==> config.mk <==
export PLATFORM = sky130hd
export DESIGN_NAME = utf16_to_utf8_transcoder_flat
export DESIGN_NICKNAME = d
export VERILOG_FILES = /design/src/rtl/u16u8_pkg.sv /design/src/rtl/u16u8_in_if.sv /design/src/rtl/u16u8_out_if.sv /design/src/rtl/u16u8_front.sv /design/src/rtl/u16u8_queue.sv /design/src/rtl/u16u8_back.sv /design/src/rtl/utf16_to_utf8_transcoder.sv /design/src/flat_wrapper.sv
export SDC_FILE = /design/constraint.sdc
export NUM_CORES = 1
export LEC_CHECK = 0
export BUFFER_PORTS_ARGS = -buffer_cell sky130_fd_sc_hd__buf_2
export CAP_MARGIN = 20
export CORE_MARGIN = 2
export CORE_UTILIZATION = 42
export DETAILED_ROUTE_END_ITERATION = 10
export GPL_TIMING_DRIVEN = 0
export REMOVE_ABC_BUFFERS = 1
export SKIP_LAST_GASP = 1
export SLEW_MARGIN = 15
export SYNTH_ARGS = -nofsm -noshare
export SYNTH_HDL_FRONTEND = slang
export SYNTH_SLANG_ARGS = --single-unit
==> constraint.sdc <==
create_clock -name i_clk -period 4.1 [get_ports i_clk]
set_clock_uncertainty 0.15 [all_clocks]
set_input_delay 0.205 -clock i_clk [delete_from_list [all_inputs] [get_ports i_clk]]
set_output_delay 0.205 -clock i_clk [all_outputs]
set_load 0.01 [all_outputs]
==> src/rtl/u16u8_pkg.sv <==
// Package for the UTF-16 to UTF-8 transcoder: mode codes, byte constants,
// queue sizing and the job descriptor passed from front to back.
// No dependencies.
package u16u8_pkg;

    // Mode register codes (value 3 behaves as big endian)
    localparam logic [1:0] MODE_ASCII = 2'd0;
    localparam logic [1:0] MODE_LE    = 2'd1;
    localparam logic [1:0] MODE_BE    = 2'd2;
    localparam logic [1:0] MODE_RESET = MODE_LE;

    // ASCII filter
    localparam logic [7:0] ASCII_LOW  = 8'd32;
    localparam logic [7:0] ASCII_HIGH = 8'd126;
    localparam logic [7:0] ASCII_SUB  = 8'h3F;

    // Surrogate tags (upper six bits of a code unit)
    localparam logic [5:0] TAG_HIGH = 6'b110110;
    localparam logic [5:0] TAG_LOW  = 6'b110111;
    localparam logic [20:0] SUPP_BASE = 21'h10000;

    // Replacement character U+2370 as UTF-8
    localparam logic [7:0] REP_B0 = 8'hE2;
    localparam logic [7:0] REP_B1 = 8'h8D;
    localparam logic [7:0] REP_B2 = 8'hB0;

    // Job queue sizing
    localparam int QDEPTH  = 4;
    localparam int QPTR_W  = $clog2(QDEPTH);
    localparam int QCNT_W  = $clog2(QDEPTH + 1);

    // What the back end emits after the optional leading replacement
    typedef enum logic [1:0] {
        BODY_NONE,
        BODY_REP,
        BODY_CP
    } t_body;

    typedef struct packed {
        logic        pre_rep;
        t_body       body;
        logic [20:0] cp;
    } t_job;

    typedef struct packed {
        logic full;
        logic empty;
    } t_q_status;

    typedef struct packed {
        logic busy;
    } t_back_status;

    typedef enum logic {
        PART_PRE,
        PART_BODY
    } t_part;

endpackage

==> src/rtl/u16u8_in_if.sv <==
// Input channel: raw data bytes with end-of-data flag.
// No dependencies.
interface u16u8_in_if;
    logic       valid;
    logic       ready;
    logic [7:0] in_byte;
    logic       end_of_data;

    modport source (output valid, output in_byte, output end_of_data, input ready);
    modport sink   (input valid, input in_byte, input end_of_data, output ready);
endinterface

==> src/rtl/u16u8_out_if.sv <==
// Output channel: UTF-8 bytes with run and replacement flags.
// No dependencies.
interface u16u8_out_if;
    logic       valid;
    logic       ready;
    logic [7:0] out_byte;
    logic       last_of_run;
    logic       is_replacement;

    modport source (output valid, output out_byte, output last_of_run,
                    output is_replacement, input ready);
    modport sink   (input valid, input out_byte, input last_of_run,
                    input is_replacement, output ready);
endinterface

==> src/rtl/u16u8_front.sv <==
// Front end: accepts raw bytes, pairs them into code units, tracks surrogates
// and turns input bytes into job descriptors. Uses u16u8_pkg, u16u8_in_if.
module u16u8_front (
    input  logic              i_clk,
    input  logic              i_rst_n,
    u16u8_in_if.sink          i_in,
    input  logic              i_cfg_we,
    input  logic [1:0]        i_cfg_wdata,
    input  logic              i_q_full,
    output logic              o_push,
    output u16u8_pkg::t_job   o_job
);
    import u16u8_pkg::*;

    logic [1:0]  r_mode,    n_mode;
    logic [7:0]  r_held,    n_held;
    logic        r_phase,   n_phase;
    logic [9:0]  r_pending, n_pending;
    logic        r_have,    n_have;

    logic        accept;
    logic [15:0] unit;
    logic        is_hi, is_lo, do_fresh;
    logic [20:0] cp_pair;
    t_job        job;

    assign i_in.ready = !i_q_full;
    assign accept     = i_in.valid && !i_q_full;

    // code unit assembly and surrogate decode
    assign unit    = (r_mode != MODE_LE) ? {r_held, i_in.in_byte} : {i_in.in_byte, r_held};
    assign is_hi   = (unit[15:10] == TAG_HIGH);
    assign is_lo   = (unit[15:10] == TAG_LOW);
    assign cp_pair = SUPP_BASE + {1'b0, r_pending, unit[9:0]};

    // classification and next state
    always_comb begin
        n_mode    = r_mode;
        n_held    = r_held;
        n_phase   = r_phase;
        n_pending = r_pending;
        n_have    = r_have;
        do_fresh  = 1'b0;
        job.pre_rep = 1'b0;
        job.body    = BODY_NONE;
        job.cp      = '0;

        if (r_mode == MODE_ASCII) begin
            job.body = BODY_CP;
            job.cp   = (i_in.in_byte < ASCII_LOW || i_in.in_byte > ASCII_HIGH) ?
                       {13'd0, ASCII_SUB} : {13'd0, i_in.in_byte};
        end else if (!r_phase) begin
            if (i_in.end_of_data) begin
                job.body = BODY_REP;
                n_have   = 1'b0;
            end else begin
                n_held  = i_in.in_byte;
                n_phase = 1'b1;
            end
        end else begin
            n_phase  = 1'b0;
            do_fresh = 1'b1;
            if (r_have) begin
                n_have = 1'b0;
                if (is_lo) begin
                    job.body = BODY_CP;
                    job.cp   = cp_pair;
                    do_fresh = 1'b0;
                end else begin
                    job.pre_rep = 1'b1;
                end
            end
            // unit handled on its own
            if (do_fresh) begin
                if (is_hi) begin
                    if (i_in.end_of_data) begin
                        job.body = BODY_REP;
                    end else begin
                        n_pending = unit[9:0];
                        n_have    = 1'b1;
                    end
                end else if (is_lo) begin
                    job.body = BODY_REP;
                end else begin
                    job.body = BODY_CP;
                    job.cp   = {5'd0, unit};
                end
            end
            if (i_in.end_of_data) begin
                n_have = 1'b0;
            end
        end
    end

    assign o_job  = job;
    assign o_push = accept && (job.pre_rep || job.body != BODY_NONE);

    // state registers; a mode write restarts the stream
    always_ff @(posedge i_clk) begin
        if (!i_rst_n) begin
            r_mode    <= MODE_RESET;
            r_held    <= '0;
            r_phase   <= 1'b0;
            r_pending <= '0;
            r_have    <= 1'b0;
        end else if (i_cfg_we) begin
            r_mode    <= i_cfg_wdata;
            r_held    <= '0;
            r_phase   <= 1'b0;
            r_pending <= '0;
            r_have    <= 1'b0;
        end else if (accept) begin
            r_mode    <= n_mode;
            r_held    <= n_held;
            r_phase   <= n_phase;
            r_pending <= n_pending;
            r_have    <= n_have;
        end
    end

endmodule

==> src/rtl/u16u8_queue.sv <==
// Short job queue between front and back ends.
// Uses u16u8_pkg.
module u16u8_queue (
    input  logic                  i_clk,
    input  logic                  i_rst_n,
    input  logic                  i_push,
    input  u16u8_pkg::t_job       i_job,
    input  logic                  i_pop,
    output u16u8_pkg::t_job       o_head,
    output u16u8_pkg::t_q_status  o_status
);
    import u16u8_pkg::*;

    t_job              r_mem [QDEPTH];
    logic [QPTR_W-1:0] r_wptr, r_rptr;
    logic [QCNT_W-1:0] r_count;
    logic              do_push, do_pop;

    assign o_status.full  = (r_count == QCNT_W'(QDEPTH));
    assign o_status.empty = (r_count == '0);
    assign do_push = i_push && !o_status.full;
    assign do_pop  = i_pop && !o_status.empty;
    assign o_head  = r_mem[r_rptr];

    // storage
    always_ff @(posedge i_clk) begin
        if (do_push) begin
            r_mem[r_wptr] <= i_job;
        end
    end

    // pointers and fill count
    always_ff @(posedge i_clk) begin
        if (!i_rst_n) begin
            r_wptr  <= '0;
            r_rptr  <= '0;
            r_count <= '0;
        end else begin
            if (do_push) begin
                r_wptr <= r_wptr + 1'b1;
            end
            if (do_pop) begin
                r_rptr <= r_rptr + 1'b1;
            end
            if (do_push && !do_pop) begin
                r_count <= r_count + 1'b1;
            end else if (do_pop && !do_push) begin
                r_count <= r_count - 1'b1;
            end
        end
    end

endmodule

==> src/rtl/u16u8_back.sv <==
// Back end: expands one job at a time into UTF-8 bytes, one per cycle while the
// output is not stalled, into an output register. Uses u16u8_pkg, u16u8_out_if.
module u16u8_back (
    input  logic                     i_clk,
    input  logic                     i_rst_n,
    input  logic                     i_q_empty,
    input  u16u8_pkg::t_job          i_job,
    output logic                     o_pop,
    u16u8_out_if.source              o_out,
    output u16u8_pkg::t_back_status  o_status
);
    import u16u8_pkg::*;

    t_job       r_job,  n_job;
    logic       r_busy, n_busy;
    t_part      r_part, n_part;
    logic [1:0] r_idx,  n_idx;
    logic       r_out_valid, n_out_valid;
    logic [7:0] r_out_byte,  n_out_byte;
    logic       r_out_last,  n_out_last;
    logic       r_out_rep,   n_out_rep;

    logic       adv, load, sec_last, job_done, cur_rep;
    logic [7:0] cur_byte;
    logic [1:0] cp_last;

    function automatic logic [7:0] rep_byte(input logic [1:0] idx);
        logic [7:0] b;
        case (idx)
            2'd0:    b = REP_B0;
            2'd1:    b = REP_B1;
            default: b = REP_B2;
        endcase
        return b;
    endfunction

    // UTF-8 byte idx of a code point whose encoding ends at index last
    function automatic logic [7:0] cp_byte(input logic [20:0] cp, input logic [1:0] last,
                                           input logic [1:0] idx);
        logic [7:0] b;
        b = {2'b10, cp[5:0]};
        case (last)
            2'd0: b = {1'b0, cp[6:0]};
            2'd1: if (idx == 2'd0) b = {3'b110, cp[10:6]};
            2'd2: begin
                if (idx == 2'd0)      b = {4'b1110, cp[15:12]};
                else if (idx == 2'd1) b = {2'b10, cp[11:6]};
            end
            default: begin
                if (idx == 2'd0)      b = {5'b11110, cp[20:18]};
                else if (idx == 2'd1) b = {2'b10, cp[17:12]};
                else if (idx == 2'd2) b = {2'b10, cp[11:6]};
            end
        endcase
        return b;
    endfunction

    // encoded length of the current code point
    always_comb begin
        if (r_job.cp < 21'h80)         cp_last = 2'd0;
        else if (r_job.cp < 21'h800)   cp_last = 2'd1;
        else if (r_job.cp < 21'h10000) cp_last = 2'd2;
        else                           cp_last = 2'd3;
    end

    assign adv = r_busy && (!r_out_valid || o_out.ready);

    // current byte selection
    always_comb begin
        if (r_part == PART_PRE) begin
            cur_byte = rep_byte(r_idx);
            cur_rep  = 1'b1;
            sec_last = (r_idx == 2'd2);
            job_done = sec_last && (r_job.body == BODY_NONE);
        end else if (r_job.body == BODY_REP) begin
            cur_byte = rep_byte(r_idx);
            cur_rep  = 1'b1;
            sec_last = (r_idx == 2'd2);
            job_done = sec_last;
        end else begin
            cur_byte = cp_byte(r_job.cp, cp_last, r_idx);
            cur_rep  = 1'b0;
            sec_last = (r_idx == cp_last);
            job_done = sec_last;
        end
    end

    assign load  = !r_busy || (adv && job_done);
    assign o_pop = load && !i_q_empty;

    // sequencer and output register
    always_comb begin
        n_job       = r_job;
        n_busy      = r_busy;
        n_part      = r_part;
        n_idx       = r_idx;
        n_out_valid = r_out_valid;
        n_out_byte  = r_out_byte;
        n_out_last  = r_out_last;
        n_out_rep   = r_out_rep;

        if (adv) begin
            n_out_valid = 1'b1;
            n_out_byte  = cur_byte;
            n_out_last  = job_done;
            n_out_rep   = cur_rep;
            n_idx       = sec_last ? 2'd0 : r_idx + 2'd1;
            if (sec_last && r_part == PART_PRE) begin
                n_part = PART_BODY;
            end
        end else if (o_out.ready) begin
            n_out_valid = 1'b0;
        end

        if (load) begin
            if (!i_q_empty) begin
                n_job  = i_job;
                n_busy = 1'b1;
                n_part = i_job.pre_rep ? PART_PRE : PART_BODY;
                n_idx  = 2'd0;
            end else begin
                n_busy = 1'b0;
            end
        end
    end

    always_ff @(posedge i_clk) begin
        if (!i_rst_n) begin
            r_busy      <= 1'b0;
            r_part      <= PART_PRE;
            r_idx       <= '0;
            r_out_valid <= 1'b0;
        end else begin
            r_busy      <= n_busy;
            r_part      <= n_part;
            r_idx       <= n_idx;
            r_out_valid <= n_out_valid;
        end
    end

    // payload
    always_ff @(posedge i_clk) begin
        r_job      <= n_job;
        r_out_byte <= n_out_byte;
        r_out_last <= n_out_last;
        r_out_rep  <= n_out_rep;
    end

    assign o_out.valid          = r_out_valid;
    assign o_out.out_byte       = r_out_byte;
    assign o_out.last_of_run    = r_out_last;
    assign o_out.is_replacement = r_out_rep;
    assign o_status.busy        = r_busy;

endmodule

==> src/rtl/utf16_to_utf8_transcoder.sv <==
// UTF-16 / ASCII to UTF-8 transcoder top level.
// Throughput: one input byte per cycle while the 4-entry job queue has room;
// one output byte per cycle from the back-end expander while the output is not
// stalled; a job yields 1 to 4 bytes, or up to 6 with a leading replacement.
// Reset: mode = UTF-16 LE, surrogate state and queue cleared, output empty.
module utf16_to_utf8_transcoder (
    input  logic        i_clk,
    input  logic        i_rst_n,
    u16u8_in_if.sink    i_in,
    u16u8_out_if.source o_out,
    input  logic        i_cfg_we,
    input  logic [1:0]  i_cfg_wdata
);
    import u16u8_pkg::*;

    logic         push, pop;
    t_job         push_job, head_job;
    t_q_status    q_stat;
    t_back_status back_stat;

    u16u8_front u_front (
        .i_clk       (i_clk),
        .i_rst_n     (i_rst_n),
        .i_in        (i_in),
        .i_cfg_we    (i_cfg_we),
        .i_cfg_wdata (i_cfg_wdata),
        .i_q_full    (q_stat.full),
        .o_push      (push),
        .o_job       (push_job)
    );

    u16u8_queue u_queue (
        .i_clk    (i_clk),
        .i_rst_n  (i_rst_n),
        .i_push   (push),
        .i_job    (push_job),
        .i_pop    (pop),
        .o_head   (head_job),
        .o_status (q_stat)
    );

    u16u8_back u_back (
        .i_clk     (i_clk),
        .i_rst_n   (i_rst_n),
        .i_q_empty (q_stat.empty),
        .i_job     (head_job),
        .o_pop     (pop),
        .o_out     (o_out),
        .o_status  (back_stat)
    );

`ifndef SYNTHESIS
    // a replacement never ends on its lead byte
    a_rep_lead_not_last: assert property (@(posedge i_clk) disable iff (!i_rst_n)
        o_out.valid && o_out.is_replacement && o_out.out_byte == REP_B0
        |-> !o_out.last_of_run)
        else $error("replacement lead byte flagged as last of run");

    // no bubble inside a run
    a_run_continues: assert property (@(posedge i_clk) disable iff (!i_rst_n)
        o_out.valid && o_out.ready && !o_out.last_of_run |=> o_out.valid)
        else $error("gap inside an output run");

    // fully idle pipeline shows no output in the next cycle
    a_idle_quiet: assert property (@(posedge i_clk) disable iff (!i_rst_n)
        q_stat.empty && !back_stat.busy && !o_out.valid |=> !o_out.valid)
        else $error("output appeared from an idle pipeline");
`endif

endmodule
==> src/flat_wrapper.sv <==
// flat-port wrapper written by rule: the top's interface ports become plain ports
module utf16_to_utf8_transcoder_flat import u16u8_pkg::*;
  (i_clk, i_rst_n, i_cfg_we, i_cfg_wdata, i_in_valid, i_in_in_byte, i_in_end_of_data, i_in_ready, o_out_valid, o_out_out_byte, o_out_last_of_run, o_out_is_replacement, o_out_ready);
  u16u8_in_if i_in_i ();
  u16u8_out_if o_out_i ();
  input  logic i_clk;
  input  logic i_rst_n;
  input  logic i_cfg_we;
  input  logic [1:0] i_cfg_wdata;
  input wire logic [$bits(i_in_i.valid)-1:0] i_in_valid;
  input wire logic [$bits(i_in_i.in_byte)-1:0] i_in_in_byte;
  input wire logic [$bits(i_in_i.end_of_data)-1:0] i_in_end_of_data;
  output wire logic [$bits(i_in_i.ready)-1:0] i_in_ready;
  output wire logic [$bits(o_out_i.valid)-1:0] o_out_valid;
  output wire logic [$bits(o_out_i.out_byte)-1:0] o_out_out_byte;
  output wire logic [$bits(o_out_i.last_of_run)-1:0] o_out_last_of_run;
  output wire logic [$bits(o_out_i.is_replacement)-1:0] o_out_is_replacement;
  input wire logic [$bits(o_out_i.ready)-1:0] o_out_ready;
  assign i_in_i.valid = i_in_valid;
  assign i_in_i.in_byte = i_in_in_byte;
  assign i_in_i.end_of_data = i_in_end_of_data;
  assign i_in_ready = i_in_i.ready;
  assign o_out_valid = o_out_i.valid;
  assign o_out_out_byte = o_out_i.out_byte;
  assign o_out_last_of_run = o_out_i.last_of_run;
  assign o_out_is_replacement = o_out_i.is_replacement;
  assign o_out_i.ready = o_out_ready;
  utf16_to_utf8_transcoder u_core (.i_clk(i_clk), .i_rst_n(i_rst_n), .i_in(i_in_i), .o_out(o_out_i), .i_cfg_we(i_cfg_we), .i_cfg_wdata(i_cfg_wdata));
endmodule
Word level (Yosys, flattened, before mapping)
Memories as Yosys holds them, arrays and structs flattened. A register that Yosys moved wholly into a read port is not among the register bits.
Cells that the tools add are included.

storage, ports and cells
  bits in registers = 67
  input bits = 16
  memories = 1
  bits in writable memories = 96

cells by class
  bitwise logic cells = 6
  $add $sub $neg = 6
  reduce and logical (&&, ||, !) cells = 36
  equal/unequal tests = 10
  magnitude comparators = 5
  mux-type cells = 62

memories
  memory                words  bits a word  rd ports  clocked after Yosys merged registers in  wr ports  RTL line           text
  u_core.u_queue.r_mem  4      24           1         1                                        1         u16u8_queue.sv:14  t_job r_mem [QDEPTH];

operators with widths
  operator                                               number
  2-to-1 mux 23 bit                                      3
  2-to-1 mux 21 bit                                      3
  2-to-1 mux 1 bit                                       29
  2-to-1 mux 2 bit                                       12
  2-to-1 mux 24 bit                                      1
  2-to-1 mux 8 bit                                       3
  one-hot mux 8 bit (3 select lines)                     1
  adder 17 x 20 -> 21 bit (first input constant)         1
  < comparator 21 x 12 -> 1 bit (second input constant)  1
  < comparator 21 x 17 -> 1 bit (second input constant)  1
  < comparator 21 x 8 -> 1 bit (second input constant)   1
  2-to-1 mux 7 bit                                       3
  2-to-1 mux 6 bit                                       3
  2-to-1 mux 16 bit                                      1
  one-hot mux 7 bit (2 select lines)                     1
  == test 6 bit (second input constant)                  2
  logical AND 1 bit                                      11
  > comparator 8 x 7 -> 1 bit (second input constant)    1
  zero test 2 bit                                        4
  < comparator 8 x 6 -> 1 bit (second input constant)    1
  nonzero test 2 bit                                     4
  adder 2 x 1 -> 2 bit (second input constant)           3
  == test 2 x 1 -> 1 bit (second input constant)         3
  zero test 1 bit                                        6
  other kinds (15)                                       26

Logic depth before layout (Yosys ltp)
  depth after elaboration = 18
  mapped depth = 13
  gate-level depth less buffers = 11

By module
From an unflattened synthesis, not the netlist that was laid out.

second synthesis, totals
  cells, all modules = 546
  area, all modules = 7463.4 sq um

modules (own cells, without submodules)
  module       instances  cells an instance  area each (sq um)
  u16u8_queue  1          174                3978.8
  u16u8_back   1          177                1968.1
  u16u8_front  1          195                1516.5

Worst setup path before layout
No wires, ideal clock.

  path kind = reg2reg
  start point = reg u_core.u_back.r_job[13] (netlist bit)
  end point = reg u_core.u_queue.r_count[2]
  cell stages (with the launch flop) = 13
  arrival = 3.212 ns
  slack = 0.665 ns
  path buffers = 1
  cells stage by stage = edfxtp_1 or4_4 or2_0 buf_2 or4_4 a2111o_1 and2_4 ha_1 inv_1 fa_1 xor2_1 or3_1 a21oi_1

on the way
  word-level cells in the longest chain between the ends = 14
  elaborated cells between the ends (all ways) = 18
  classes of those cells = 3 x order compare; 1 x eq/ne; 6 x mux; 8 x reduce/logical

RTL lines
  item                                                    RTL line           text
  start: declaration                                      u16u8_back.sv:14   t_job r_job, n_job;
  start signal: assignment                                u16u8_back.sv:143  r_job <= n_job;
  < comparator 21 x 17 -> 1 bit                           u16u8_back.sv:62   else if (r_job.cp < 21'h10000) cp_last = 2'd2;
  2-to-1 mux 1 bit                                        u16u8_back.sv:62
  2-to-1 mux 2 bit                                        u16u8_back.sv:61   else if (r_job.cp < 21'h800) cp_last = 2'd1;
  2-to-1 mux 2 bit *                                      u16u8_back.sv:60   if (r_job.cp < 21'h80) cp_last = 2'd0;
  == test 2 bit *                                         u16u8_back.sv:83   sec_last = (r_idx == cp_last);
  2-to-1 mux 1 bit *                                      u16u8_back.sv:75   end else if (r_job.body == BODY_REP) begin
  2-to-1 mux 1 bit *                                      u16u8_back.sv:70   if (r_part == PART_PRE) begin
  logical AND 1 bit *                                     u16u8_back.sv:88   assign load = !r_busy || (adv && job_done);
  logical OR 1 bit *                                      u16u8_back.sv:88
  logical AND 1 bit *                                     u16u8_back.sv:89   assign o_pop = load && !i_q_empty;
  logical AND 1 bit *                                     u16u8_queue.sv:22  assign do_pop = i_pop && !o_status.empty;
  zero test 1 bit                                         u16u8_queue.sv:45  if (do_push && !do_pop) begin
  logical AND 1 bit                                       u16u8_queue.sv:45
  2-to-1 mux 3 bit or nonzero test 2 bit (tied branches)  -
  end signal: assignment                                  u16u8_queue.sv:46  r_count <= r_count + 1'b1;
  end signal: assignment                                  u16u8_queue.sv:48  r_count <= r_count - 1'b1;
  end: declaration                                        u16u8_queue.sv:16  logic [QCNT_W-1:0] r_count;

Mark *: on every way between the ends. The rest lies on a longest branch, timed or not.
A chain may end at the register's enable or synchronous reset.

Worst setup path in the final report
Ends and elaborated chain as after synthesis.

==> impl_metrics.env <==
export IMPL_status="complete, no violations"
export IMPL_clock_sinks=165
export IMPL_slowest_stage="or4_4"
export IMPL_cp_data_arrival_time_ns=3.92
export IMPL_crit_required_ns=4.28
export IMPL_synth_edf_count=129
export IMPL_highest_layer="met4"
export IMPL_dr_first_iter_drc_count=210
export IMPL_grt_pass1_wl_um=22300
export IMPL_power_leakage_nw=2.75
export IMPL_grt_usage=0.165
export IMPL_syn_mean_instance_area_sq_um=13.8
export IMPL_num_vias=4332
export IMPL_area_growth_pct=15.0
export IMPL_power_density_nw_per_um2=608
export IMPL_end_kind="flop"
export IMPL_wl_per_cell_um=17.6
export IMPL_grt_ovfl_total=0
export IMPL_synth_top_area_cell="edfxtp_1"
export IMPL_place_gp_congestion=0.885
export IMPL_seq_area_sq_um=4600
export IMPL_crit_chain="or4_4 -> or2_0 -> or4_4 -> a2111o_1 -> and2_4 -> ha_1 -> inv_1 -> fa_1 -> xor2_1 -> or3_1 -> a21oi_1"
export IMPL_wl_met2_um=6960
export IMPL_ctsResizeCount=0
export IMPL_max_slew_margin=0.401
export IMPL_slew_viol_final=0
export IMPL_yosysSeqAreaShare=0.651
export IMPL_numCtsBuffers=17
export IMPL_cts_setup_buffers=0
export IMPL_n_fill_cell=1427
export IMPL_worst_pin_slew_ns=0.896
export IMPL_synthCells=513
export IMPL_grt_max_degree=26
export IMPL_hold_path_class="in2reg"
export IMPL_remaining_drc_errors=0
export IMPL_dp_hpwl_um=9460
export IMPL_post_route_util=0.491
export IMPL_syn_area_sq_um=7060
export IMPL_yosys_warnings=0
export IMPL_path_common_cell="or4_4"
export IMPL_synth_area_leaders="edfxtp_1 55%, dfxtp_1 10%, mux4_2 7.7%"
export IMPL_std_cell_rows=47
export IMPL_first_global_vias=4344
export IMPL_wirelength_um=13900
export IMPL_synth_cell_types=58
export IMPL_ys_async_sr_fraction=0
export IMPL_critPathMaxFanout=6
export IMPL_crit_family="simple AND/OR/NAND/NOR gates"
export IMPL_drv_cap=0
export IMPL_die_area_sq_um=17900
export IMPL_setup_viol=0
export IMPL_drtAntennaViolNets=0
export IMPL_nets=579
export IMPL_htreeDepth=4
export IMPL_io_pins=28
export IMPL_critical_path_buf_inv_count=1
export IMPL_multi_input_area_sq_um=2320
export IMPL_root_buffer="clkbuf_16"
export IMPL_drt_met1_wl_um=6120
export IMPL_start_util=0.427
export IMPL_wl_met3_um=434
export IMPL_max_freq_mhz=268
export IMPL_cts_tree="yes"
export IMPL_core_sq_um=16500
export IMPL_post_route_period_util=0.910
export IMPL_portBuffers=27
export IMPL_chipWidth_um=134
export IMPL_critPathKind="reg2reg"
export IMPL_drtPass1Iterations=5
export IMPL_rsz0062_at_grt="false"
export IMPL_grt_antenna_before_repair=0
export IMPL_final_common_cell="edfxtp_1"
export IMPL_insertion_delay_ns=0.42
export IMPL_die_y_um=134
export IMPL_drt_vias_per_instance=5.52
export IMPL_layout_drive_gt1_share=0.173
export IMPL_max_vdd_ir_drop_mv=0.288
export IMPL_synth_top_area_frac=0.549
export IMPL_critical_path_max_stage_delay_ns=0.57
export IMPL_hold_viol=0
export IMPL_fin_crit_ns=3.73
export IMPL_clk_pin_slew_ns=0.06
export IMPL_cts_buffer_depth=2
export IMPL_tns_ns=0
export IMPL_synth_ff_latch_count=165
export IMPL_critPathLaunchType="flop"
export IMPL_ys_flop_type="edfxtp_1"
export IMPL_cts_hold_buffers=14
export IMPL_n_antenna_cell=0
export IMPL_final_cell_mix="129 x edfxtp_1, 52 x nand2_1, 51 x nor2_1"
[cells in the mapped netlist (3+ instances only)]
library cell and number:
a221oi_1 7, buf_1 3, and3_1 3, nor3_1 7, ha_1 10, xnor2_1 4, inv_1 15, dfxtp_1 36
a211oi_1 6, nand2_1 52, a22o_1 3, a31oi_1 5, a21oi_1 18, a221o_1 8, mux2_2 4, and2_1 5
nor2_1 51, nand2b_1 4, mux2i_1 19, a311oi_1 7, o21ai_0 15, or3_1 4, xor2_1 3, a21o_1 4
nor2b_1 4, edfxtp_1 129, clkbuf_1 20, mux4_2 24, nand3_1 10
[power breakdown]
group          internal, W  total, W  switching (W)
clock             0.000893   0.00149       0.000601
combinational     0.000492   0.00108       0.000584
sequential         0.00216   0.00237       0.000204
[cell type report]
cell class                 count  share of cell area
clock inverter                 9              0.0129
multi-input combinational    306               0.285
timing repair buffer          44              0.0382
tap                          220              0.0339
inverter                      18             0.00832
clock buffer                  23              0.0552
sequential                   165               0.566
[layer usage]
metal  GRT usage  vias to the layer above
met3      0.0308                       33
met5           0                        -
met1       0.206                     2161
met2       0.277                      105
li1            -                     2033
met4      0.0804                        0
[worst register-to-register path, delay by kind of cell (launching register included)]
| family | cells | cell delay, ns |
|---|---|---|
| and+or+nand+nor | 5 | 1.92 |
| DFF | 1 | 0.45 |
| xor gates and xnor gates | 1 | 0.08 |
| AOI/OAI and AO/OA | 2 | 0.59 |
| buffers and inverters | 1 | 0.07 |
| adders and majority gates | 2 | 0.38 |
[per-stage QoR]
step                hold slack [ns]  std cells  cell area [sq um]  power [W]  setup WS (ns)
floorplan                     0.154        489               6970    0.00312          0.694
global placement              0.271        736               7380    0.00343          0.250
detailed placement            0.283        739               7430    0.00348          0.394
CTS                          0.0748        785               8120    0.00498          0.383
global route                  0.136        785               8120    0.00519          0.248
finish                       0.0959        785               8120    0.00494          0.368
[final timing paths]
path                                             from                                        to  slack [ns]  cells after the start
max reg2reg         u_core.u_back.r_job[13]$_DFFE_PP_    u_core.u_queue.r_count[2]$_SDFFE_PN0P_        0.37                     11
min reg2reg  u_core.u_front.r_pending[1]$_SDFFE_PP0P_  u_core.u_front.r_pending[1]$_SDFFE_PP0P_        0.35                      2
max                 u_core.u_back.r_job[13]$_DFFE_PP_    u_core.u_queue.r_count[2]$_SDFFE_PN0P_        0.37                     11
min                                   i_in_in_byte[7]     u_core.u_front.r_held[7]$_SDFFE_PP0P_         0.1                      5
[sequential cells by signal, summed over array words and instances (netlist names), 2 cells and up, named ones only]
| register | cells |
|---|---|
| u_core.u_front.n_mode | 2 |
| u_core.u_front.r_pending | 10 |
| u_core.u_back.r_idx | 2 |
| u_core.u_back.o_out.out_byte | 8 |
| u_core.u_back.r_job | 23 |
| u_core.u_queue.r_count | 3 |
| u_core.u_queue.r_rptr | 2 |
| u_core.u_queue.r_mem | 96 |
| u_core.u_front.r_held | 8 |
| u_core.u_queue.r_wptr | 2 |
[cells by family (layout without fill, tap and decap cells)]
logic type | after synthesis | count (layout) | synth area share
AO/OA/AOI/OAI | 86 | 86 | 0.0863
adder cells (fa/ha/maj) | 11 | 11 | 0.0206
multiplexers | 47 | 47 | 0.110
AND/OR/NAND/NOR | 155 | 155 | 0.101
XOR/XNOR | 7 | 7 | 0.00868
buffers and inverters | 42 | 94 | 0.0225
flip-flops | 165 | 165 | 0.651
Power figures use the tool's default switching activity.
